==> src/hw/rtl/bbr_pkg.sv <==
// shared constants, types and helpers for the block byte reverser
`timescale 1ns / 1ps

package bbr_pkg;

  localparam int MAX_BLOCK = 64;
  localparam int CNT_W     = $clog2(MAX_BLOCK + 1);
  localparam int REG_W     = 7;
  localparam int IDX_W     = 2;
  localparam int BYTE_W    = 8;
  localparam int TOP_BIT   = 7;

  localparam logic [IDX_W-1:0] REG_MIN_BLOCK = IDX_W'(0);
  localparam logic [IDX_W-1:0] REG_MAX_BLOCK = IDX_W'(1);

  localparam logic [REG_W-1:0] MIN_BLOCK_RST = REG_W'(2);
  localparam logic [REG_W-1:0] MAX_BLOCK_RST = REG_W'(8);

  typedef logic [BYTE_W-1:0] byte_t;

  typedef struct packed {
    logic push;
    logic pop;
  } stack_ctl_t;

  // zero acts as one, anything above the store depth saturates
  function automatic logic [CNT_W-1:0] eff_len(input logic [REG_W-1:0] v);
    logic [CNT_W-1:0] r;
    if (v == '0) begin
      r = CNT_W'(1);
    end else if (int'(v) > MAX_BLOCK) begin
      r = CNT_W'(MAX_BLOCK);
    end else begin
      r = CNT_W'(v);
    end
    return r;
  endfunction

endpackage

==> src/hw/rtl/bbr_in_if.sv <==
// input channel: one raw byte per request
`timescale 1ns / 1ps

interface bbr_in_if;
  import bbr_pkg::*;

  logic  valid;
  logic  ready;
  byte_t in_byte;
  logic  end_of_stream;

  modport source (output valid, output in_byte, output end_of_stream, input ready);
  modport sink   (input valid, input in_byte, input end_of_stream, output ready);
endinterface

==> src/hw/rtl/bbr_out_if.sv <==
// output channel: one transformed byte per request
`timescale 1ns / 1ps

interface bbr_out_if;
  import bbr_pkg::*;

  logic  valid;
  logic  ready;
  byte_t out_byte;
  logic  run_end;
  logic  stream_done;

  modport source (output valid, output out_byte, output run_end, output stream_done,
                  input ready);
  modport sink   (input valid, input out_byte, input run_end, input stream_done,
                  output ready);
endinterface

==> src/hw/rtl/varying_block_byte_reverser_core.sv <==
// Block byte reverser: header pass-through, then growing blocks emitted in reverse.
//
// Channels: in_ch takes one byte per request with an end-of-stream flag, out_ch
// gives one byte per request with run_end on the last byte an input causes and
// stream_done on the final byte of the stream. cfg_wr/cfg_index/cfg_data write
// min_block (index 0) and max_block (index 1); other indexes are ignored.
// Header bytes come out in the cycle after acceptance, one per cycle unless out_ch
// stalls. Body bytes are pushed into a stack of MAX_BLOCK byte cells at one per
// cycle unless out_ch stalls; a full block (or stream end) is then popped from
// the top one byte per cycle unless out_ch stalls; in_ch is held off meanwhile.
// A request is taken in the same cycle the output register hands its result on.
// Reset (synchronous) returns to header mode with min_block 2, max_block 8 and
// an empty stack; no clearing pass is needed. When out_ch stalls, the pending
// result holds and the drain pauses; in_ch is held off until the slot frees.
`timescale 1ns / 1ps

module varying_block_byte_reverser_core (
  input  logic                      clk,
  input  logic                      rst,
  bbr_in_if.sink                    in_ch,
  bbr_out_if.source                 out_ch,
  input  logic                      cfg_wr,
  input  logic [bbr_pkg::IDX_W-1:0] cfg_index,
  input  logic [bbr_pkg::REG_W-1:0] cfg_data
);
  import bbr_pkg::*;

  logic [REG_W-1:0] min_block;
  logic [REG_W-1:0] max_block;
  logic             header_passed;
  logic [CNT_W-1:0] block_size;
  logic [CNT_W-1:0] fill_count;
  logic [CNT_W-1:0] remain;
  logic             eos_flag;

  logic             out_valid;
  byte_t            out_byte;
  logic             out_run_end;
  logic             out_done;

  logic             out_free;
  logic             in_take;
  logic             body_take;
  logic             pop;
  logic [CNT_W-1:0] size;
  logic [CNT_W-1:0] fill_next;
  logic             block_end;
  byte_t            top;
  stack_ctl_t       ctl;

  assign out_free  = !out_valid || out_ch.ready;
  assign in_ch.ready = out_free && (remain == '0);
  assign in_take   = in_ch.valid && in_ch.ready;
  assign body_take = in_take && header_passed;
  assign pop       = (remain != '0) && out_free;

  // block_size only ever holds an effective length
  assign size      = block_size;
  assign fill_next = fill_count + CNT_W'(1);
  assign block_end = (fill_next >= size) || in_ch.end_of_stream;

  assign ctl.push = body_take;
  assign ctl.pop  = pop;

  bbr_cell_row u_row (
    .clk (clk),
    .ctl (ctl),
    .din (in_ch.in_byte),
    .top (top)
  );

  always_ff @(posedge clk) begin
    if (rst) begin
      min_block <= MIN_BLOCK_RST;
      max_block <= MAX_BLOCK_RST;
    end else if (cfg_wr) begin
      if (cfg_index == REG_MIN_BLOCK) begin
        min_block <= cfg_data;
      end else if (cfg_index == REG_MAX_BLOCK) begin
        max_block <= cfg_data;
      end
    end
  end

  always_ff @(posedge clk) begin
    if (rst) begin
      header_passed <= 1'b0;
      block_size    <= eff_len(MIN_BLOCK_RST);
      fill_count    <= '0;
      remain        <= '0;
      eos_flag      <= 1'b0;
    end else begin
      if (pop) begin
        remain <= remain - CNT_W'(1);
      end
      if (in_take && !header_passed) begin
        if (!in_ch.in_byte[TOP_BIT] && !in_ch.end_of_stream) begin
          header_passed <= 1'b1;
          block_size    <= eff_len(min_block);
        end
        fill_count <= '0;
      end else if (body_take) begin
        if (block_end) begin
          remain     <= fill_next;
          eos_flag   <= in_ch.end_of_stream;
          fill_count <= '0;
          if (size >= eff_len(max_block)) begin
            block_size <= eff_len(min_block);
          end else begin
            block_size <= size + CNT_W'(1);
          end
          if (in_ch.end_of_stream) begin
            header_passed <= 1'b0;
          end
        end else begin
          fill_count <= fill_next;
        end
      end
    end
  end

  // output register: header byte straight through, or the stack top while draining
  always_ff @(posedge clk) begin
    if (rst) begin
      out_valid <= 1'b0;
    end else if (in_take && !header_passed) begin
      out_valid <= 1'b1;
    end else if (pop) begin
      out_valid <= 1'b1;
    end else if (out_ch.ready) begin
      out_valid <= 1'b0;
    end
  end

  always_ff @(posedge clk) begin
    if (in_take && !header_passed) begin
      out_byte    <= in_ch.in_byte;
      out_run_end <= 1'b1;
      out_done    <= in_ch.end_of_stream;
    end else if (pop) begin
      out_byte    <= top;
      out_run_end <= (remain == CNT_W'(1));
      out_done    <= eos_flag && (remain == CNT_W'(1));
    end
  end

  assign out_ch.valid       = out_valid;
  assign out_ch.out_byte    = out_byte;
  assign out_ch.run_end     = out_run_end;
  assign out_ch.stream_done = out_done;

  a_no_push_pop: assert property (@(posedge clk) disable iff (rst)
    !(ctl.push && ctl.pop))
    else $error("stack pushed and popped in the same cycle");

  a_drain_blocks_input: assert property (@(posedge clk) disable iff (rst)
    (remain != '0) |-> !in_ch.ready)
    else $error("input taken while a block drains");

  a_fill_in_range: assert property (@(posedge clk) disable iff (rst)
    int'(fill_count) < MAX_BLOCK)
    else $error("fill count beyond stack depth");

  a_last_pop_marks_end: assert property (@(posedge clk) disable iff (rst)
    (pop && remain == CNT_W'(1)) |=> (out_ch.valid && out_ch.run_end))
    else $error("last drained byte not marked as run end");

endmodule

==> src/hw/rtl/bbr_cell.sv <==
// one byte cell of the reversal stack
`timescale 1ns / 1ps

module bbr_cell (
  input  logic               clk,
  input  bbr_pkg::stack_ctl_t ctl,
  input  bbr_pkg::byte_t      push_data,
  input  bbr_pkg::byte_t      pop_data,
  output bbr_pkg::byte_t      q
);
  import bbr_pkg::*;

  // push takes the neighbour nearer the top, pop takes the one further down
  always_ff @(posedge clk) begin
    if (ctl.push) begin
      q <= push_data;
    end else if (ctl.pop) begin
      q <= pop_data;
    end
  end

endmodule

==> src/hw/rtl/bbr_cell_row.sv <==
// row of cells forming a last-in first-out byte stack
`timescale 1ns / 1ps

module bbr_cell_row (
  input  logic               clk,
  input  bbr_pkg::stack_ctl_t ctl,
  input  bbr_pkg::byte_t      din,
  output bbr_pkg::byte_t      top
);
  import bbr_pkg::*;

  byte_t q [MAX_BLOCK];

  for (genvar i = 0; i < MAX_BLOCK; i++) begin : g_cell
    byte_t up_data;
    byte_t dn_data;

    if (i == 0) begin : g_first
      assign up_data = din;
    end else begin : g_mid
      assign up_data = q[i-1];
    end

    if (i == MAX_BLOCK - 1) begin : g_last
      assign dn_data = '0;
    end else begin : g_inner
      assign dn_data = q[i+1];
    end

    bbr_cell u_cell (
      .clk       (clk),
      .ctl       (ctl),
      .push_data (up_data),
      .pop_data  (dn_data),
      .q         (q[i])
    );
  end

  assign top = q[0];

endmodule

==> src/flat_wrapper.sv <==
// flat-port wrapper written by rule: the top's interface ports become plain ports
module varying_block_byte_reverser_core_flat import bbr_pkg::*;
  (clk, rst, cfg_wr, cfg_index, cfg_data, in_ch_valid, in_ch_in_byte, in_ch_end_of_stream, in_ch_ready, out_ch_valid, out_ch_out_byte, out_ch_run_end, out_ch_stream_done, out_ch_ready);
  bbr_in_if in_ch_i ();
  bbr_out_if out_ch_i ();
  input  logic clk;
  input  logic rst;
  input  logic cfg_wr;
  input  logic [bbr_pkg::IDX_W-1:0] cfg_index;
  input  logic [bbr_pkg::REG_W-1:0] cfg_data;
  input wire logic [$bits(in_ch_i.valid)-1:0] in_ch_valid;
  input wire logic [$bits(in_ch_i.in_byte)-1:0] in_ch_in_byte;
  input wire logic [$bits(in_ch_i.end_of_stream)-1:0] in_ch_end_of_stream;
  output wire logic [$bits(in_ch_i.ready)-1:0] in_ch_ready;
  output wire logic [$bits(out_ch_i.valid)-1:0] out_ch_valid;
  output wire logic [$bits(out_ch_i.out_byte)-1:0] out_ch_out_byte;
  output wire logic [$bits(out_ch_i.run_end)-1:0] out_ch_run_end;
  output wire logic [$bits(out_ch_i.stream_done)-1:0] out_ch_stream_done;
  input wire logic [$bits(out_ch_i.ready)-1:0] out_ch_ready;
  assign in_ch_i.valid = in_ch_valid;
  assign in_ch_i.in_byte = in_ch_in_byte;
  assign in_ch_i.end_of_stream = in_ch_end_of_stream;
  assign in_ch_ready = in_ch_i.ready;
  assign out_ch_valid = out_ch_i.valid;
  assign out_ch_out_byte = out_ch_i.out_byte;
  assign out_ch_run_end = out_ch_i.run_end;
  assign out_ch_stream_done = out_ch_i.stream_done;
  assign out_ch_i.ready = out_ch_ready;
  varying_block_byte_reverser_core u_core (.clk(clk), .rst(rst), .in_ch(in_ch_i), .out_ch(out_ch_i), .cfg_wr(cfg_wr), .cfg_index(cfg_index), .cfg_data(cfg_data));
endmodule
==> config.mk <==
export PLATFORM = sky130hd
export DESIGN_NAME = varying_block_byte_reverser_core_flat
export DESIGN_NICKNAME = d
export VERILOG_FILES = /design/src/hw/rtl/bbr_pkg.sv /design/src/hw/rtl/bbr_in_if.sv /design/src/hw/rtl/bbr_out_if.sv /design/src/hw/rtl/varying_block_byte_reverser_core.sv /design/src/hw/rtl/bbr_cell.sv /design/src/hw/rtl/bbr_cell_row.sv /design/src/flat_wrapper.sv
export SDC_FILE = /design/constraint.sdc
export NUM_CORES = 1
export LEC_CHECK = 0
export BUFFER_PORTS_ARGS = -buffer_cell sky130_fd_sc_hd__clkbuf_2
export CAP_MARGIN = 20
export CORE_MARGIN = 1
export CORE_UTILIZATION = 45
export CTS_CLUSTER_SIZE = 12
export DETAILED_ROUTE_END_ITERATION = 10
export SLEW_MARGIN = 20
export SYNTH_ARGS = -nofsm -noshare
export SYNTH_HDL_FRONTEND = slang
export SYNTH_SLANG_ARGS = --single-unit
==> constraint.sdc <==
create_clock -name clk -period 13.1 [get_ports clk]
set_clock_uncertainty 0.05 [all_clocks]
set_input_delay 0.655 -clock clk [delete_from_list [all_inputs] [get_ports clk]]
set_output_delay 0.655 -clock clk [all_outputs]
set_load 0.01 [all_outputs]
==> summary.md, run 1 <==
| Metric | Value |
|---|---|
| Top FF cell, synth | edfxtp_1 |
| Async set or reset register ratio after synthesis | 0 |
| Clk sink count | 560 |
| Post-DRT Antenna Nets | 0 |
| Final TNS setup | 0 ns |
| Min Tclk post-route | 4.63 ns |
| Antenna cells | 0 |
| Nets | 2448 |
| VDD IR-drop max | approximately 0.30 mV |
| I/O Pins | 35 |
| Hold Crit Class | in -> reg |
| GRT Util Overall | 0.157 |
| Status | finished clean |
| Placer Congestion | 0.776 |
| RSZ-0062 raised after global routing | false |
| Antenna violations before repair | 0 |
| Post-synthesis mux area share | 0.00990 |
| Layout cells sized above 1 | 0.0559 |
| DP Wirelength | 23.6 mm |
| Skew-Pair Late Insertion Delay | 0.60 ns |
| CP Capture Type | flop |
| Synth Instances | approximately 2400 |
| Drt first pass iters | 7 |
| Seq/Total Area, Yosys | 0.677 |
| Largest area contributor in the netlist | edfxtp_1 |
| Largest net degree at the start of global routing | 256 |
| Placement row count | 84 |
| Fraction of the mapped netlist area in adder cells | 0.00928 |
| Final slew viol count | 0 |
| Clk slew on worst S/H paths | approximately 0.060 ns |
| Area growth syn-to-layout | 9.53% |
| Area of the mapped netlist | 0.0243 mm2 |
| Worst slew margin relative to its limit | 0.163 |
| Max-Cap Viols | 0 |
| Synth Register Bits | 560 |
| Overflow after GRT | 0 |
| Drt total wl | 42.4 mm |
| Critical path type | reg -> reg |
| CTS Hold Buffers Added | 0 |
| Postcts setup bufs | 0 |
| DR vias | 15700 |
| Largest cells by area after synthesis | edfxtp_1 64%, nand2_1 24%, dfxtp_1 3.2%, buf_2 2.1%, ha_1 0.93% |
| DRC | 0 |
| Per-cell routed wire length | 13.5 um |
| DIE HEIGHT | 234 um |
| Clk buf depth | 3 |
| Req. time, crit path | 13.27 ns |
| Initial Utilization | 0.459 |
| Final core occ | 0.503 |
| Combinational family with the most area after synthesis | simple AND/OR/NAND/NOR gates |
| Fin crit share | 0.354 |
| Endpoints failing setup | 0 |
| XOR/XNOR share of the synthesized area | 0.00361 |
| Synthesis Warnings | 0 |
| Die Span X | between 200 and 250 um |
| Final Hold Vio Count | 0 |
| Leakage | between 0.01 and 0.015 uW |
| DR vias/cell | about 5 |
| CTS Buf Count | 57 |
| Post-CTS Resized | 0 |
| Number of global-route vias before repair | 15000 |
| Tightest Pin Transition | 1.26 ns |
| Avg Cell Area, Syn | 9.99 um2 |
| Startpoint types | flop |
| Synth Area in Simple Gates | 0.256 |
| First-pass GRT wire length | 71.8 mm |
| Distinct cell type count after synthesis | 47 |
| H-Tree Depth | 2 |
| Max Clk Rate | 216 MHz |
| I/O Buffers | 34 |
| Clock Root Buffer | clkbuf_16 |
| PD cells | 259 mW/mm2 |
| Synthesized netlist net count | 2468 |
| Die footprint | roughly 0.055 mm2 |
| Crit path max fanout | 200 |
| Initial detailed-routing violation count | 1504 |
| Compound-Gate Fraction of Synth Area | 0.0166 |
| Post-synth EDFFs | 521 |
| Area share of the largest cell type after synthesis | 0.645 |
| Placeable Area | 0.0529 mm2 |
| CTS tree | done |
| Arr. time, crit path | 4.80 ns |
## state kept, by name, summed over array words and instances, names as in the netlist
| register | cells |
|---|---|
| u_core.u_row.g_cell.u_cell.q | 512 |
| u_core.out_ch.out_byte | 8 |
| u_core.block_size | 7 |
| u_core.fill_count | 7 |
| u_core.max_block | 7 |
| u_core.min_block | 7 |
| u_core.remain | 7 |
| u_core.eos_flag | 1 |
| u_core.header_passed | 1 |
| u_core.out_ch.run_end | 1 |
| u_core.out_ch.stream_done | 1 |
| u_core.out_ch.valid | 1 |
## power breakdown
part | switching (uW) | internal (uW)
sequential | 450 | 3480
clock | 656 | 850
combinational | 1030 | 413
total | 2140 | 4740
## cell usage in the layout (no fill, tap or decap), types with 3 or more instances in the layout
cell,Yosys,layout
o32ai_1,6,5
mux2i_1,15,15
xnor2_1,5,5
clkbuf_8,0,9
buf_12,0,4
inv_1,14,14
clkinv_1,0,10
dfxtp_1,39,39
nand2_1,1532,1531
nor3_1,6,6
clkbuf_1,18,22
nand3_1,14,13
xor2_1,5,5
and2_1,9,9
and3_1,5,4
a22oi_1,3,3
clkinv_2,0,3
nor2_1,30,30
a211oi_1,3,3
clkbuf_16,0,57
mux2_2,8,8
edfxtp_1,521,521
o21ai_0,8,8
clkbuf_2,0,34
a21oi_1,25,25
ha_1,18,18
nor2b_1,5,5
buf_4,2,7
## cells by family (layout without fill, tap and decap cells)
family	Yosys count	in the layout
multiplexers	23	23
AND/OR/NAND/NOR	1617	1617
flip-flops	560	560
adder cells (fa/ha/maj)	18	18
buffers and inverters	139	163
XOR/XNOR	10	10
AO/OA/AOI/OAI	60	60
## per-layer routing
| layer | global-route usage | wire length (um) |
|---|---|---|
| met3 | 0.0248 | 1660 |
| met1 | 0.228 | 21000 |
| met2 | 0.243 | 18800 |
| met5 | 0 | 0 |
| met4 | 0.0491 | 853 |
## worst max-delay path, stage by stage, from the launching register on
cell and delay (ns):
dfxtp_1 0.36, inv_1 0.07, ha_1 0.19, inv_1 0.11
nor4_4 0.47, nand3_4 0.47, nand2_8 0.73, buf_4 0.76
buf_12 0.76
## synthesized netlist by cell type, types with 8 or more instances
| master | n |
|---|---|
| mux2i_1 | 15 |
| and2_1 | 9 |
| mux2_2 | 8 |
| edfxtp_1 | 521 |
| buf_2 | 103 |
| clkbuf_1 | 18 |
| nor2_1 | 30 |
| inv_1 | 14 |
| o21ai_0 | 8 |
| dfxtp_1 | 39 |
| ha_1 | 18 |
| a21oi_1 | 25 |
| nand3_1 | 14 |
| nand2_1 | 1532 |
## per-stage QoR
stage	hold slack, ns	area [um2]	setup slack (ns)	power [uW]	std cells
4_1_cts	0.244	26500	8.40	6970	3138
3_3_place_gp	0.408	24800	8.41	5350	3035
3_5_place_dp	0.412	24800	8.30	5440	3035
5_1_grt	0.265	26600	8.11	7350	3139
6_report	0.283	26600	8.47	6880	3139
2_1_floorplan	0.394	24300	4.52	5280	2427
## worst paths after layout
| path | startpoint | endpoint | slack [ns] | depth (start not counted) |
|---|---|---|---|---|
| max | u_core.remain[0] | u_core.u_row.g_cell[0].u_cell.q[6] | 8.47 | 8 |
| min reg2reg | u_core.fill_count[6] | u_core.fill_count[6] | 0.42 | 2 |
| min | in_ch_in_byte[0] | u_core.u_row.g_cell[0].u_cell.q[0] | 0.28 | 3 |
| max reg2reg | u_core.remain[0] | u_core.u_row.g_cell[0].u_cell.q[6] | 8.47 | 8 |
## final cells by class
type | count | area [um2]
fillers | 4738 | 26300
well taps | 688 | 861
clock buffers | 88 | 1630
inverters | 14 | 52.6
clock inverters | 15 | 70.1
repair buffers | 46 | 314
multi-input cells | 1728 | 7210
flip-flops and latches | 560 | 16400
Note: power is estimated with default switching activity, not from simulation.
==> run 2, diff against run 1 <==
clock period = 4.8 ns   (was 13.1 ns; I/O delays follow)
==> run 2 against run 1 <==
Against the previous run:
- the run now ends with design-rule violations left
- clock power increased to 2.7 times the previous value
- non-clock buffer count increased by 25
- largest cell class unchanged
- global-route usage about the same
- via count increased by 0.29%
- critical path depth increased by 2
- die area unchanged
- highest routed layer unchanged
- count of clock-buffer cells in the layout decreased by 3
- routed wire length decreased by 0.60%
- worst setup slack got worse by 6.9 ns
==> summary.md, run 2 (synthesis results as in run 1) <==
| Metric | Value |
|---|---|
| Status | complete, but fails checks |
| Failing checks | design-rule violations |
| Post-CTS Resized | 0 (unchanged) |
| Req. time, crit path | 5.24 ns (-8.03 ns) |
| Leakage | 0.0115 uW (+1.2%) |
| Tightest Pin Transition | 1.06 ns (-0.193 ns) |
| Antenna violations before repair | 1 (+1) |
| Largest delay share family, worst path | compound AO/OA/AOI/OAI gates |
| Drt first pass iters | 8 (+1) |
| CTS tree | done |
| I/O Buffers | 34 (unchanged) |
| Endpoints failing setup | 0 (unchanged) |
| Overflow after GRT | 0 (unchanged) |
| DR vias | 15800 (+0.29%) |
| Worst slew margin relative to its limit | 0.292 (+0.129) |
| Most Crowded Layer GR | met2 |
| Reg-to-reg slack, setup | 1.53 ns (-6.94 ns) |
| WHS Path Cells | 5 (+2) |
| Arr. time, crit path | 3.71 ns (-1.09 ns) |
| GRT Util Overall | 0.157 (-0.000173) |
| Hold_sp | cfg_index[1] |
| DRC | 2 (+2) |
| Met1 usage | 0.217 (-0.0116) |
| Layout cells sized above 1 | 0.0571 (+0.00117) |
| Hold_ws | 0.136 ns (-0.147 ns) |
| Cells after DPL | 3045 (+0.33%) |
| Slowest stage cell, crit path | a31oi_2 |
| VDD IR-drop max | 0.469 mV (+59%) |
| Die footprint | 0.0548 mm2 (unchanged) |
| DIE HEIGHT | 234 um (unchanged) |
| Per-cell routed wire length | 13.3 um (-1.3%) |
| Clock Root Buffer | clkbuf_16 |
| H-Tree Depth | 2 (unchanged) |
| CP Capture Type | flop |
| Final slew viol count | 0 (unchanged) |
| Worst Path Buf+Inv | 0 (-4) |
| Reg-to-reg startpoint | u_core.fill_count[0] |
| Placer Congestion | 0.774 (-0.26%) |
| Gate power share | 0.217 (+0.007) |
| Seq pwr share | 0.565 (-0.006) |
| Largest registers | u_core.u_row.g_cell.u_cell.q (512), u_core.out_ch.out_byte (8) |
| Die Span X | 234 um (unchanged) |
| Nets | 2473 (+1.0%) |
| Critical path type | reg -> reg |
| DR vias/cell | 4.99 (-0.37%) |
| Drt total wl | 42.1 mm (-0.60%) |
| Final non-filler cell total | 3160 (+0.67%) |
| Sw Share | 0.309 (-0.00196) |
| Setup ws final | 1.53 ns (-6.94 ns) |
| Crit path max fanout | 12 (-94%) |
| Worst R2R End | u_core.block_size[6] |
| Sw Pwr | 5830 uW (+170%) |
| Commonest non-fill, non-tap cells in the layout | 1531 x nand2_1, 521 x edfxtp_1, 59 x clkbuf_16 |
| Clock network fraction of design power | 0.219 (about the same) |
| Hold EP | u_core.min_block[6] |
| Dpl ws | 1.21 ns (-7.09 ns) |
| Pint | 13000 uW (+170%) |
| Min Tclk post-route | 3.27 ns (-1.36 ns) |
| PD cells | 701 mW/mm2 (+170%) |
| Placement row count | 84 (unchanged) |
| Number of global-route vias before repair | 15300 (+2.3%) |
| Max-Cap Viols | 0 (unchanged) |
| Worst reg-to-reg path cell count | 10 (+2) |
| Max reg flops | 512 (unchanged) |
| Area growth syn-to-layout | 10.9% |
| Initial detailed-routing violation count | 1192 (-21%) |
| RSZ-0062 raised after global routing | false |
| CTS Buf Count | 57 (unchanged) |
| Max Clk Rate | 306 MHz (+42%) |
| Post-DRT Antenna Nets | 0 (unchanged) |
| Clk slew on worst S/H paths | 0.06 ns (about the same) |
| Most flops, register | u_core.u_row.g_cell.u_cell.q |
| First-pass GRT wire length | 72.0 mm (+0.14%) |
| Hold Crit Class | in -> reg |
| I/O Pins | 35 (unchanged) |
| Clk sink count | 560 (unchanged) |
| Placeable Area | 0.0529 mm2 (unchanged) |
| Most common cell after layout, fill and taps aside | nand2_1 |
| Slowest stage delay, CP | 0.53 ns (-0.23 ns) |
| Final Hold Vio Count | 0 (unchanged) |
| Largest net degree at the start of global routing | 210 (-18%) |
| Cell Chain, Critical Path | ha_1 -> and3_1 -> xor2_1 -> ha_1 -> a211oi_1 -> nand3_1 -> a31oi_2 -> o32a_1 -> a21oi_1 -> o32ai_1 |
| Crit path top cell by count | ha_1 |
| M2 GR Usage | 0.255 (+0.0122) |
| Filler cells | 4744 (+0.13%) |
| Final TNS setup | 0 ns (unchanged) |
| Final core occ | 0.509 (+0.00644) |
| M3 GR Usage | 0.0304 (+0.00559) |
| DP Wirelength | 24.2 mm (+2.5%) |
| Initial Utilization | 0.459 (unchanged) |
| Fin crit share | 0.681 (+0.327) |
| Startpoint types | flop |
| Clk buf depth | 3 (unchanged) |
| Skew-Pair Late Insertion Delay | 0.60 ns (about the same) |
run 2: cell types whose count changed in the layout (fill, tap and decap cells not counted), sizes merged:
cell         delta
diode           +1
clkinv          -2
inv             -1
bufinv          +1
buf             +9
clkbuf          -3
dlygate4sd3    +16
run 2: metrics by stage:
stage               area, um2  power (uW)
finish                  26900       18900
global route            26900       20200
CTS                     26900       19100
detailed placement      25000       14900
global placement        25000       14600
floorplan               24300       13700
run 2: worst max path at each step:
stage                               from                                 end  slack, ns  cells past startpoint
finish              u_core.fill_count[0]                u_core.block_size[6]       1.53                     10
global route        u_core.fill_count[0]                u_core.block_size[3]       1.25                     10
CTS                 u_core.fill_count[0]                u_core.block_size[3]       1.22                     10
detailed placement  u_core.fill_count[0]                u_core.block_size[3]       1.21                     10
global placement    u_core.fill_count[0]                u_core.block_size[0]       1.31                     10
floorplan               u_core.remain[5]  u_core.u_row.g_cell[0].u_cell.q[0]       0.33                      3
run 2: cell type report:
cell class | count | area (um2) | share of cell area
Clock inverter | 13 | 93.8 | 0.00349
Clock buffer | 85 | 1610 | 0.0600
Multi-Input combinational cell | 1728 | 7210 | 0.268
Timing Repair Buffer | 71 | 654 | 0.0243
Inverter | 14 | 52.6 | 0.00195
Tap cell | 688 | 861 | 0.0320
Sequential cell | 560 | 16400 | 0.610
Antenna cell | 1 | 2.50 | 0.0000930
run 2: what timing repair did:
action,in CTS,in global routing
hold buffers,16,0
buffers inserted,0,0
hold endpoints to repair,30,0
run 2: power by group through the flow:
stage,logic [uW],clock network [uW],registers (uW)
2_1_floorplan,3020,0,10700
3_3_place_gp,4010,0,10600
3_5_place_dp,4180,0,10700
4_1_cts,4200,4250,10700
5_1_grt,4750,4430,11000
6_report,4090,4120,10700
run 2: worst min-delay path, stage by stage:
cell and delay [ns]:
clkbuf_2 0.08, nor3b_1 0.04, buf_4 0.18, mux2i_1 0.13
nor2_1 0.07
run 2: layer usage:
layer  routed length [um]  vias to the layer above
li1                     -                     7936
met1                20800                     7537
met2                18900                      239
met3                 1720                       57
met4                  698                        0
met5                    0                        -
